===== src/sv/ep2c_pkg.sv =====
// types, constants and the day divider step for the epoch to calendar pipeline
// no dependencies
`timescale 1ns / 1ps

package ep2c_pkg;

    // latest accepted count: 4001-01-01 00:00:00.000
    localparam logic [63:0] LIMIT_MS = 64'h0000_3A4A_A17B_4000;

    // pipeline shape
    localparam int DAY_STAGES         = 4;
    localparam int DIV_BITS_PER_STAGE = 5;
    localparam int CONV_STAGES        = 6;
    localparam int NUM_STAGES         = DAY_STAGES + CONV_STAGES + 1;

    // ms per day is 84375 * 1024
    localparam logic [16:0] DAY_DIVISOR = 17'd84375;

    // time of day split
    localparam logic [17:0] MS_RECIP  = 18'd134217;  // 2^24 / 125
    localparam logic [6:0]  MS_DIV    = 7'd125;
    localparam logic [11:0] MIN_RECIP = 12'd2184;    // 2^15 / 15
    localparam logic [5:0]  HR_RECIP  = 6'd34;       // 2^9 / 15
    localparam logic [3:0]  SIXTY_DIV = 4'd15;

    // julian day number conversion
    localparam logic [21:0] JDN_OFFSET  = 22'd2472632; // epoch jdn plus 32044
    localparam logic [17:0] DAYS_400Y   = 18'd146097;
    localparam logic [6:0]  RECIP_400Y  = 7'd114;      // 2^24 / 146097
    localparam logic [10:0] DAYS_4Y     = 11'd1461;
    localparam logic [7:0]  RECIP_4Y    = 8'd179;      // 2^18 / 1461
    localparam logic [7:0]  DAYS_5M     = 8'd153;
    localparam logic [3:0]  RECIP_5M    = 4'd13;       // 2^11 / 153
    localparam logic [7:0]  RECIP_5     = 8'd205;      // 2^10 / 5
    localparam logic [13:0] YEAR_SHIFT  = 14'd4800;

    typedef struct packed {
        logic        in_range;
        logic [16:0] rem;
        logic [19:0] quo;   // day count once all stages are done
        logic [19:0] dvd;
        logic [9:0]  low;   // ms bits below the 1024 factor
    } ep2c_ddiv_t;

    typedef struct packed {
        logic [4:0] hr;
        logic [5:0] mn;
        logic [5:0] sec;
        logic [9:0] ms;
    } ep2c_tod_t;

    typedef struct packed {
        logic [6:0] b;
        logic [6:0] d;
        logic [3:0] m;
        logic [7:0] r3;
    } ep2c_date_t;

    // restoring division, a few quotient bits
    function automatic ep2c_ddiv_t ep2c_div_steps(input ep2c_ddiv_t s);
        ep2c_ddiv_t  o;
        logic [17:0] trial;
        o = s;
        for (int i = 0; i < DIV_BITS_PER_STAGE; i++) begin
            trial = {o.rem, o.dvd[19]};
            o.dvd = {o.dvd[18:0], 1'b0};
            if (trial >= {1'b0, DAY_DIVISOR}) begin
                o.quo = {o.quo[18:0], 1'b1};
                o.rem = 17'(trial - {1'b0, DAY_DIVISOR});
            end
            else begin
                o.quo = {o.quo[18:0], 1'b0};
                o.rem = trial[16:0];
            end
        end
        return o;
    endfunction

endpackage


===== src/sv/ep2c_day_div.sv =====
// range check and long division of the ms count by ms per day
// depends on ep2c_pkg
`timescale 1ns / 1ps

module ep2c_day_div
    import ep2c_pkg::*;
(
    input  logic                  clk,
    input  logic [DAY_STAGES-1:0] en,
    input  logic [63:0]           ms_since_epoch,
    output ep2c_ddiv_t            day_q
);

    ep2c_ddiv_t seed;
    ep2c_ddiv_t st_reg  [DAY_STAGES];
    ep2c_ddiv_t st_next [DAY_STAGES];

    // drop the 2^10 factor of the divisor, top 16 bits start as remainder
    always_comb
    begin
        seed.in_range = (ms_since_epoch <= LIMIT_MS);
        seed.rem      = {1'b0, ms_since_epoch[45:30]};
        seed.quo      = '0;
        seed.dvd      = ms_since_epoch[29:10];
        seed.low      = ms_since_epoch[9:0];
    end

    for (genvar k = 0; k < DAY_STAGES; k++)
    begin : g_stage
        if (k == 0)
        begin : g_first
            assign st_next[k] = ep2c_div_steps(seed);
        end
        else
        begin : g_rest
            assign st_next[k] = ep2c_div_steps(st_reg[k-1]);
        end

        always_ff @(posedge clk)
        begin
            if (en[k])
            begin
                st_reg[k] <= st_next[k];
            end
        end
    end

    assign day_q = st_reg[DAY_STAGES-1];

endmodule


===== src/sv/ep2c_tod.sv =====
// splits ms of day into hour, minute, second and millisecond
// depends on ep2c_pkg; reciprocal multiply with one correction per divide
`timescale 1ns / 1ps

module ep2c_tod
    import ep2c_pkg::*;
(
    input  logic                   clk,
    input  logic [CONV_STAGES-1:0] en,
    input  logic [26:0]            msd,
    output ep2c_tod_t              tod
);

    logic [41:0] prod0;
    logic [23:0] x_reg;
    logic [16:0] q0_reg, q0_next;
    logic [2:0]  lo3_reg;

    logic [23:0] mul1, rem1;
    logic [16:0] sod_reg, sod_next;
    logic [9:0]  ms1_reg, ms1_next;

    logic [26:0] prod2;
    logic [14:0] y_reg;
    logic [10:0] q2_reg, q2_next;
    logic [1:0]  slo_reg;
    logic [9:0]  ms2_reg;

    logic [14:0] mul3, rem3;
    logic [10:0] mod_reg, mod_next;
    logic [5:0]  sec3_reg, sec3_next;
    logic [9:0]  ms3_reg;

    logic [14:0] prod4;
    logic [8:0]  z_reg;
    logic [4:0]  q4_reg, q4_next;
    logic [1:0]  mlo_reg;
    logic [5:0]  sec4_reg;
    logic [9:0]  ms4_reg;

    logic [8:0]  mul5, rem5;
    ep2c_tod_t   out_reg, out_next;

    // ms of day / 1000 as (msd / 8) / 125
    always_comb
    begin
        prod0   = 42'(msd[26:3]) * 42'(MS_RECIP);
        q0_next = prod0[40:24];
    end

    always_comb
    begin
        mul1 = 24'(q0_reg) * 24'(MS_DIV);
        rem1 = x_reg - mul1;
        if (rem1 >= 24'(MS_DIV))
        begin
            sod_next = q0_reg + 17'd1;
            ms1_next = {7'(rem1 - 24'(MS_DIV)), lo3_reg};
        end
        else
        begin
            sod_next = q0_reg;
            ms1_next = {rem1[6:0], lo3_reg};
        end
    end

    // second of day / 60 as (sod / 4) / 15
    always_comb
    begin
        prod2   = 27'(sod_reg[16:2]) * 27'(MIN_RECIP);
        q2_next = prod2[25:15];
    end

    always_comb
    begin
        mul3 = 15'(q2_reg) * 15'(SIXTY_DIV);
        rem3 = y_reg - mul3;
        if (rem3 >= 15'(SIXTY_DIV))
        begin
            mod_next  = q2_reg + 11'd1;
            sec3_next = {4'(rem3 - 15'(SIXTY_DIV)), slo_reg};
        end
        else
        begin
            mod_next  = q2_reg;
            sec3_next = {rem3[3:0], slo_reg};
        end
    end

    // minute of day / 60
    always_comb
    begin
        prod4   = 15'(mod_reg[10:2]) * 15'(HR_RECIP);
        q4_next = prod4[13:9];
    end

    always_comb
    begin
        mul5 = 9'(q4_reg) * 9'(SIXTY_DIV);
        rem5 = z_reg - mul5;
        out_next.sec = sec4_reg;
        out_next.ms  = ms4_reg;
        if (rem5 >= 9'(SIXTY_DIV))
        begin
            out_next.hr = q4_reg + 5'd1;
            out_next.mn = {4'(rem5 - 9'(SIXTY_DIV)), mlo_reg};
        end
        else
        begin
            out_next.hr = q4_reg;
            out_next.mn = {rem5[3:0], mlo_reg};
        end
    end

    always_ff @(posedge clk)
    begin
        if (en[0])
        begin
            x_reg   <= msd[26:3];
            q0_reg  <= q0_next;
            lo3_reg <= msd[2:0];
        end
        if (en[1])
        begin
            sod_reg <= sod_next;
            ms1_reg <= ms1_next;
        end
        if (en[2])
        begin
            y_reg   <= sod_reg[16:2];
            q2_reg  <= q2_next;
            slo_reg <= sod_reg[1:0];
            ms2_reg <= ms1_reg;
        end
        if (en[3])
        begin
            mod_reg  <= mod_next;
            sec3_reg <= sec3_next;
            ms3_reg  <= ms2_reg;
        end
        if (en[4])
        begin
            z_reg    <= mod_reg[10:2];
            q4_reg   <= q4_next;
            mlo_reg  <= mod_reg[1:0];
            sec4_reg <= sec3_reg;
            ms4_reg  <= ms3_reg;
        end
        if (en[5])
        begin
            out_reg <= out_next;
        end
    end

    assign tod = out_reg;

endmodule


===== src/sv/ep2c_date.sv =====
// day count to julian day number and the 400y / 4y / 5m divisions
// depends on ep2c_pkg; each divide is a reciprocal multiply then a correction
`timescale 1ns / 1ps

module ep2c_date
    import ep2c_pkg::*;
(
    input  logic                   clk,
    input  logic [CONV_STAGES-1:0] en,
    input  logic [19:0]            days,
    output ep2c_date_t             date
);

    logic [21:0] a;
    logic [23:0] x1_next;
    logic [30:0] prod0;
    logic [23:0] x1_reg;
    logic [6:0]  q0_reg, q0_next;

    logic [23:0] mul1, rem1;
    logic [6:0]  b1_reg, b1_next;
    logic [15:0] c_reg, c_next;

    logic [17:0] x2_next;
    logic [25:0] prod2;
    logic [17:0] x2_reg;
    logic [6:0]  q2_reg, q2_next;
    logic [6:0]  b2_reg;

    logic [17:0] mul3, rem3;
    logic [6:0]  d3_reg, d3_next;
    logic [8:0]  e_reg, e_next;
    logic [6:0]  b3_reg;

    logic [10:0] x3_next;
    logic [14:0] prod4;
    logic [10:0] x3_reg;
    logic [3:0]  q4_reg, q4_next;
    logic [6:0]  b4_reg, d4_reg;

    logic [10:0] mul5, rem5;
    ep2c_date_t  out_reg, out_next;

    // a = jdn + 32044, divide 4a + 3 by days per 400 years
    always_comb
    begin
        a       = 22'(days) + JDN_OFFSET;
        x1_next = {a, 2'b11};
        prod0   = 31'(x1_next) * 31'(RECIP_400Y);
        q0_next = prod0[30:24];
    end

    // c is the remainder over 4
    always_comb
    begin
        mul1 = 24'(q0_reg) * 24'(DAYS_400Y);
        rem1 = x1_reg - mul1;
        if (rem1 >= 24'(DAYS_400Y))
        begin
            b1_next = q0_reg + 7'd1;
            c_next  = 16'((rem1 - 24'(DAYS_400Y)) >> 2);
        end
        else
        begin
            b1_next = q0_reg;
            c_next  = rem1[17:2];
        end
    end

    always_comb
    begin
        x2_next = {c_reg, 2'b11};
        prod2   = 26'(x2_next) * 26'(RECIP_4Y);
        q2_next = prod2[24:18];
    end

    always_comb
    begin
        mul3 = 18'(q2_reg) * 18'(DAYS_4Y);
        rem3 = x2_reg - mul3;
        if (rem3 >= 18'(DAYS_4Y))
        begin
            d3_next = q2_reg + 7'd1;
            e_next  = 9'((rem3 - 18'(DAYS_4Y)) >> 2);
        end
        else
        begin
            d3_next = q2_reg;
            e_next  = rem3[10:2];
        end
    end

    // month index from march, over five-month blocks of 153 days
    always_comb
    begin
        x3_next = 11'(e_reg) * 11'd5 + 11'd2;
        prod4   = 15'(x3_next) * 15'(RECIP_5M);
        q4_next = prod4[14:11];
    end

    always_comb
    begin
        mul5       = 11'(q4_reg) * 11'(DAYS_5M);
        rem5       = x3_reg - mul5;
        out_next.b = b4_reg;
        out_next.d = d4_reg;
        if (rem5 >= 11'(DAYS_5M))
        begin
            out_next.m  = q4_reg + 4'd1;
            out_next.r3 = 8'(rem5 - 11'(DAYS_5M));
        end
        else
        begin
            out_next.m  = q4_reg;
            out_next.r3 = rem5[7:0];
        end
    end

    always_ff @(posedge clk)
    begin
        if (en[0])
        begin
            x1_reg <= x1_next;
            q0_reg <= q0_next;
        end
        if (en[1])
        begin
            b1_reg <= b1_next;
            c_reg  <= c_next;
        end
        if (en[2])
        begin
            x2_reg <= x2_next;
            q2_reg <= q2_next;
            b2_reg <= b1_reg;
        end
        if (en[3])
        begin
            d3_reg <= d3_next;
            e_reg  <= e_next;
            b3_reg <= b2_reg;
        end
        if (en[4])
        begin
            x3_reg <= x3_next;
            q4_reg <= q4_next;
            b4_reg <= b3_reg;
            d4_reg <= d3_reg;
        end
        if (en[5])
        begin
            out_reg <= out_next;
        end
    end

    assign date = out_reg;

endmodule


===== src/sv/epoch_ms_to_calendar.sv =====
// pipeline depth: 11 register stages from input to output
// throughput: one transaction per cycle; each stage stalls only while it holds
//   a valid item that the next stage cannot take, so bubbles fill up
// reset: asynchronous, active low; clears the stage valid bits, data is not reset
// depends on ep2c_pkg, ep2c_day_div, ep2c_tod and ep2c_date
`timescale 1ns / 1ps

module epoch_ms_to_calendar
    import ep2c_pkg::*;
(
    input  logic        clk,
    input  logic        rst_n,
    input  logic        ms_valid,
    output logic        ms_ready,
    input  logic [63:0] ms_since_epoch,
    output logic        cal_valid,
    input  logic        cal_ready,
    output logic        in_range,
    output logic [11:0] year,
    output logic [3:0]  month,
    output logic [4:0]  day_of_month,
    output logic [4:0]  hour,
    output logic [5:0]  minute,
    output logic [5:0]  second,
    output logic [9:0]  millisecond
);

    // stage map
    //   0..3  range check and long division by ms per day, 5 quotient bits each
    //   4..9  time of day split and julian day to date, side by side
    //   10    month / day fix-up, year sum, zeroing, output register

    logic [NUM_STAGES-1:0]  vld_reg, vld_next;
    logic [NUM_STAGES-1:0]  en;
    logic [CONV_STAGES-1:0] ir_reg;

    ep2c_ddiv_t day_q;
    ep2c_tod_t  tod_q;
    ep2c_date_t date_q;

    // final stage
    logic        wrap;
    logic [15:0] dom_prod;
    logic [13:0] yr_full;
    logic        in_range_reg, in_range_next;
    logic [11:0] year_reg, year_next;
    logic [3:0]  month_reg, month_next;
    logic [4:0]  dom_reg, dom_next;
    logic [4:0]  hour_reg, hour_next;
    logic [5:0]  minute_reg, minute_next;
    logic [5:0]  second_reg, second_next;
    logic [9:0]  ms_reg, ms_next;

    // a stage may load when it is empty or its content moves on this cycle
    always_comb
    begin
        en[NUM_STAGES-1] = !vld_reg[NUM_STAGES-1] || cal_ready;
        for (int k = NUM_STAGES - 2; k >= 0; k--)
        begin
            en[k] = !vld_reg[k] || en[k+1];
        end
    end

    always_comb
    begin
        vld_next[0] = en[0] ? ms_valid : vld_reg[0];
        for (int k = 1; k < NUM_STAGES; k++)
        begin
            vld_next[k] = en[k] ? vld_reg[k-1] : vld_reg[k];
        end
    end

    always_ff @(posedge clk or negedge rst_n)
    begin
        if (!rst_n)
        begin
            vld_reg <= '0;
        end
        else
        begin
            vld_reg <= vld_next;
        end
    end

    assign ms_ready  = en[0];
    assign cal_valid = vld_reg[NUM_STAGES-1];

    // day count and ms of day
    ep2c_day_div u_day_div (
        .clk            (clk),
        .en             (en[DAY_STAGES-1:0]),
        .ms_since_epoch (ms_since_epoch),
        .day_q          (day_q)
    );

    // hour / minute / second / millisecond from the division remainder
    ep2c_tod u_tod (
        .clk (clk),
        .en  (en[DAY_STAGES+CONV_STAGES-1:DAY_STAGES]),
        .msd ({day_q.rem, day_q.low}),
        .tod (tod_q)
    );

    // calendar date from the day count
    ep2c_date u_date (
        .clk  (clk),
        .en   (en[DAY_STAGES+CONV_STAGES-1:DAY_STAGES]),
        .days (day_q.quo),
        .date (date_q)
    );

    // range flag rides alongside the conversion stages
    always_ff @(posedge clk)
    begin
        for (int k = 0; k < CONV_STAGES; k++)
        begin
            if (en[DAY_STAGES+k])
            begin
                ir_reg[k] <= (k == 0) ? day_q.in_range : ir_reg[(k == 0) ? 0 : k - 1];
            end
        end
    end

    // month index counts from march, so january and february wrap to next year
    always_comb
    begin
        wrap     = (date_q.m >= 4'd10);
        dom_prod = 16'(date_q.r3) * 16'(RECIP_5);
        yr_full  = 14'(date_q.b) * 14'd100 + 14'(date_q.d) + 14'(wrap) - YEAR_SHIFT;

        in_range_next = ir_reg[CONV_STAGES-1];
        if (ir_reg[CONV_STAGES-1])
        begin
            year_next   = yr_full[11:0];
            month_next  = wrap ? (date_q.m - 4'd9) : (date_q.m + 4'd3);
            dom_next    = dom_prod[14:10] + 5'd1;
            hour_next   = tod_q.hr;
            minute_next = tod_q.mn;
            second_next = tod_q.sec;
            ms_next     = tod_q.ms;
        end
        else
        begin
            // beyond 4001-01-01: every field reads zero
            year_next   = '0;
            month_next  = '0;
            dom_next    = '0;
            hour_next   = '0;
            minute_next = '0;
            second_next = '0;
            ms_next     = '0;
        end
    end

    always_ff @(posedge clk)
    begin
        if (en[NUM_STAGES-1])
        begin
            in_range_reg <= in_range_next;
            year_reg     <= year_next;
            month_reg    <= month_next;
            dom_reg      <= dom_next;
            hour_reg     <= hour_next;
            minute_reg   <= minute_next;
            second_reg   <= second_next;
            ms_reg       <= ms_next;
        end
    end

    assign in_range     = in_range_reg;
    assign year         = year_reg;
    assign month        = month_reg;
    assign day_of_month = dom_reg;
    assign hour         = hour_reg;
    assign minute       = minute_reg;
    assign second       = second_reg;
    assign millisecond  = ms_reg;

endmodule


===== config.mk =====
export PLATFORM = sky130hd
export DESIGN_NAME = epoch_ms_to_calendar
export DESIGN_NICKNAME = d
export VERILOG_FILES = /design/src/sv/ep2c_pkg.sv /design/src/sv/ep2c_day_div.sv /design/src/sv/ep2c_tod.sv /design/src/sv/ep2c_date.sv /design/src/sv/epoch_ms_to_calendar.sv
export SDC_FILE = /design/constraint.sdc
export NUM_CORES = 2
export LEC_CHECK = 0
export BUFFER_PORTS_ARGS = -buffer_cell sky130_fd_sc_hd__buf_2
export CORE_ASPECT_RATIO = 0.6
export CORE_MARGIN = 2
export CORE_UTILIZATION = 60
export DETAILED_ROUTE_END_ITERATION = 10
export GPL_TIMING_DRIVEN = 0
export MAX_ROUTING_LAYER = met4
export PLACE_DENSITY = 0.79
export SYNTH_ARGS = -nofsm -noshare
export SYNTH_HDL_FRONTEND = slang
export SYNTH_SLANG_ARGS = --single-unit

===== constraint.sdc =====
create_clock -name clk -period 28.3 [get_ports clk]
set_clock_uncertainty 0.15 [all_clocks]
set_input_delay 0 -clock clk [delete_from_list [all_inputs] [get_ports clk]]
set_output_delay 0 -clock clk [all_outputs]
set_load 0.005 [all_outputs]

==> out/results.txt <==
Synth-to-Final Area Change = 8.194%
Starting DRT DRC Count = 6106
worst-margin pin slew = 1.349 ns
number of flops mapped to enable cells by yosys = 601
I/O pin total = 119
CP Capture Type = flip-flop
post-synth net total = 7415
DR pass1 iterations = 8
most frequent cell after synthesis = inv_1
clock-pin slew on the worst setup and hold paths = 0.07 ns
detailed-route wire length = 160300 um
Synth area leader = edfxtp_1
period utilisation layout = 43.93%
largest net degree at the start of global routing = 73
drt wl/cell = 20.37 um
root buffer cell = clkbuf_16
max incr delay on CP = 0.67 ns
dominant cells by area after synthesis = edfxtp_1, ha_1, fa_1
Routed Antenna Nets = 0
Skew-Pair Late Insertion Delay = 0.66 ns
simple-gate share of the synthesized area = 12.00%
synth cell count leaders = inv_1, ha_1, edfxtp_1, xnor2_1, fa_1
Tmin final = 12.43 ns
Initial Utilization = 60.60%
WP buf/inv = 10
final HPWL from detailed placement = 128000 um
die width = 420.0 um
slew margin rel. = 8.612%
setup_tns = 0 ns
maximum clock path buffer count = 3
routability cong. = 1.020
Setup CP Type = flip-flop to flip-flop
Register Area = 18320 sq um
GRT Util Overall = 30.95%
RSZ-0062 raised after global routing = no
Yosys top cell area share = 28.97%
#FFs+latches synth = 612
Adder-Cell Fraction of Synth Area = 27.95%
Post-synth ARST share = 1.797%
multi-input logic area = 40210 sq um
Worst Hold Class = input pin to flip-flop
area of the die = 106500 sq um
TritonCTS clock tree = done
Worst Path Required = 28.60 ns
mux cell area share after synthesis = 1.382%
# Post-CTS Setup Buffers = 0
I/O Buffers = 111
critical path's slowest cell = a21oi_1
status = completed
CTS Buf Count = 58
# DRC = 0
startpoint types = flip-flop
Syn. warnings = 0
post-synthesis sequential area ratio = 29.41%
Hold Vio Cnt, Final = 0
synthesized netlist cell count = 6187
Syn Std Cell Area = 62300 sq um
Core Box Area = 102800 sq um
max reg flops = 192
CP max FO = 10
pins over their slew limit = 0
synth unique cells = 136
XOR/XNOR Fraction of Synth Area = 7.692%
H-Tree Depth = 2
max cap viols = 0
die height = 253.6 um
largest family of logic cells by synthesized area = adder cells
max frequency = 80.44 MHz
via count = 48620
# nets final = 7651
delay-heaviest family, CP = compound AO/OA/AOI/OAI gates
share of layout cells above drive strength 1 = 7.554%
grt ovf = 0
# setup viols final = 0
Crit path arrival time = 12.73 ns
post-synthesis compound-gate area fraction = 15.40%
vias in the first global route = 46420
initial antenna violation count = 4
vias per cell = 6.179
Post-synth top flop = edfxtp_1
first-pass GRT wire length = 255000 um
Rows = 91
syn avg cell area = 10.07 sq um
clock sinks = 612
# fillers = 7858
layout make-up:
cell class	count	share of cell area (%)
multi-input cells	4590	59.65
well taps	1395	2.589
diodes	1	0.003712
inverters	848	4.731
clock inverters	44	0.6794
flip-flops and latches	612	27.18
plain buffers	137	0.9708
clock buffers	66	2.229
repair buffers	176	1.964
stage by stage:
stage / setup slack [ns] / util, % / hold WS [ns] / cell area (sq um) / instances
floorplan: 19.31 / - / -0.4456 / 62300 / 6187
global placement: 15.43 / 62.83 / -0.2236 / 64600 / 7693
detailed placement: 16.57 / 63.14 / -0.2136 / 64910 / 7705
CTS: 16.48 / 65.56 / 0.02391 / 67400 / 7868
global route: 15.28 / 65.56 / 0.02738 / 67410 / 7869
finish: 15.87 / 65.56 / 0.02546 / 67410 / 7869
what timing repair did:
action,CTS,global route
hold buffers,53,0
endpoints found under the hold margin,105,0
resized for setup,0,0
metal layers:
metal	routed length [um]	GRT usage, %
met2	62630	40.68
met4	2405	4.779
met1	76000	48.52
met3	19240	7.150
met5	0	-
final timing paths:
check / from / to / slack (ns) / cells past startpoint
worst max-delay path: u_day_div.st_reg[2][24] / u_day_div.st_reg[3][53] / 15.87 / 41
worst min-delay path: ms_since_epoch[20] / u_day_div.st_reg[0][20] / 0.03 / 2
worst max register to register: u_day_div.st_reg[2][24] / u_day_div.st_reg[3][53] / 15.87 / 41
worst min register to register: u_day_div.st_reg[2][3] / u_day_div.st_reg[3][3] / 0.26 / 0
max in group asynchronous: rst_n / vld_reg[2] / 27.15 / 3
min in group asynchronous: rst_n / vld_reg[8] / 0.36 / 3
layout by cell type, fill, tap and decap left out, types with 80 or more instances in the layout:
cell type / n
a21o_1: 80
a21oi_1: 301
and2_1: 93
buf_2: 162
edfxtp_1: 601
fa_1: 386
ha_1: 774
inv_1: 832
nand2_1: 332
nand3_1: 128
nor2_1: 311
nor3_1: 107
o21a_1: 86
o21ai_0: 205
xnor2_1: 405
xor2_1: 131
cells by family after synthesis:
group / after synthesis
mux: 81
buf+inv: 985
flops: 612
fa+ha+maj: 1160
simple gates: 1442
xor+xnor: 542
compound gates: 1365
Power is left out: the tool's default activity adds up to more than one toggle a clock period on the data nets, which glitch-free logic cannot reach.
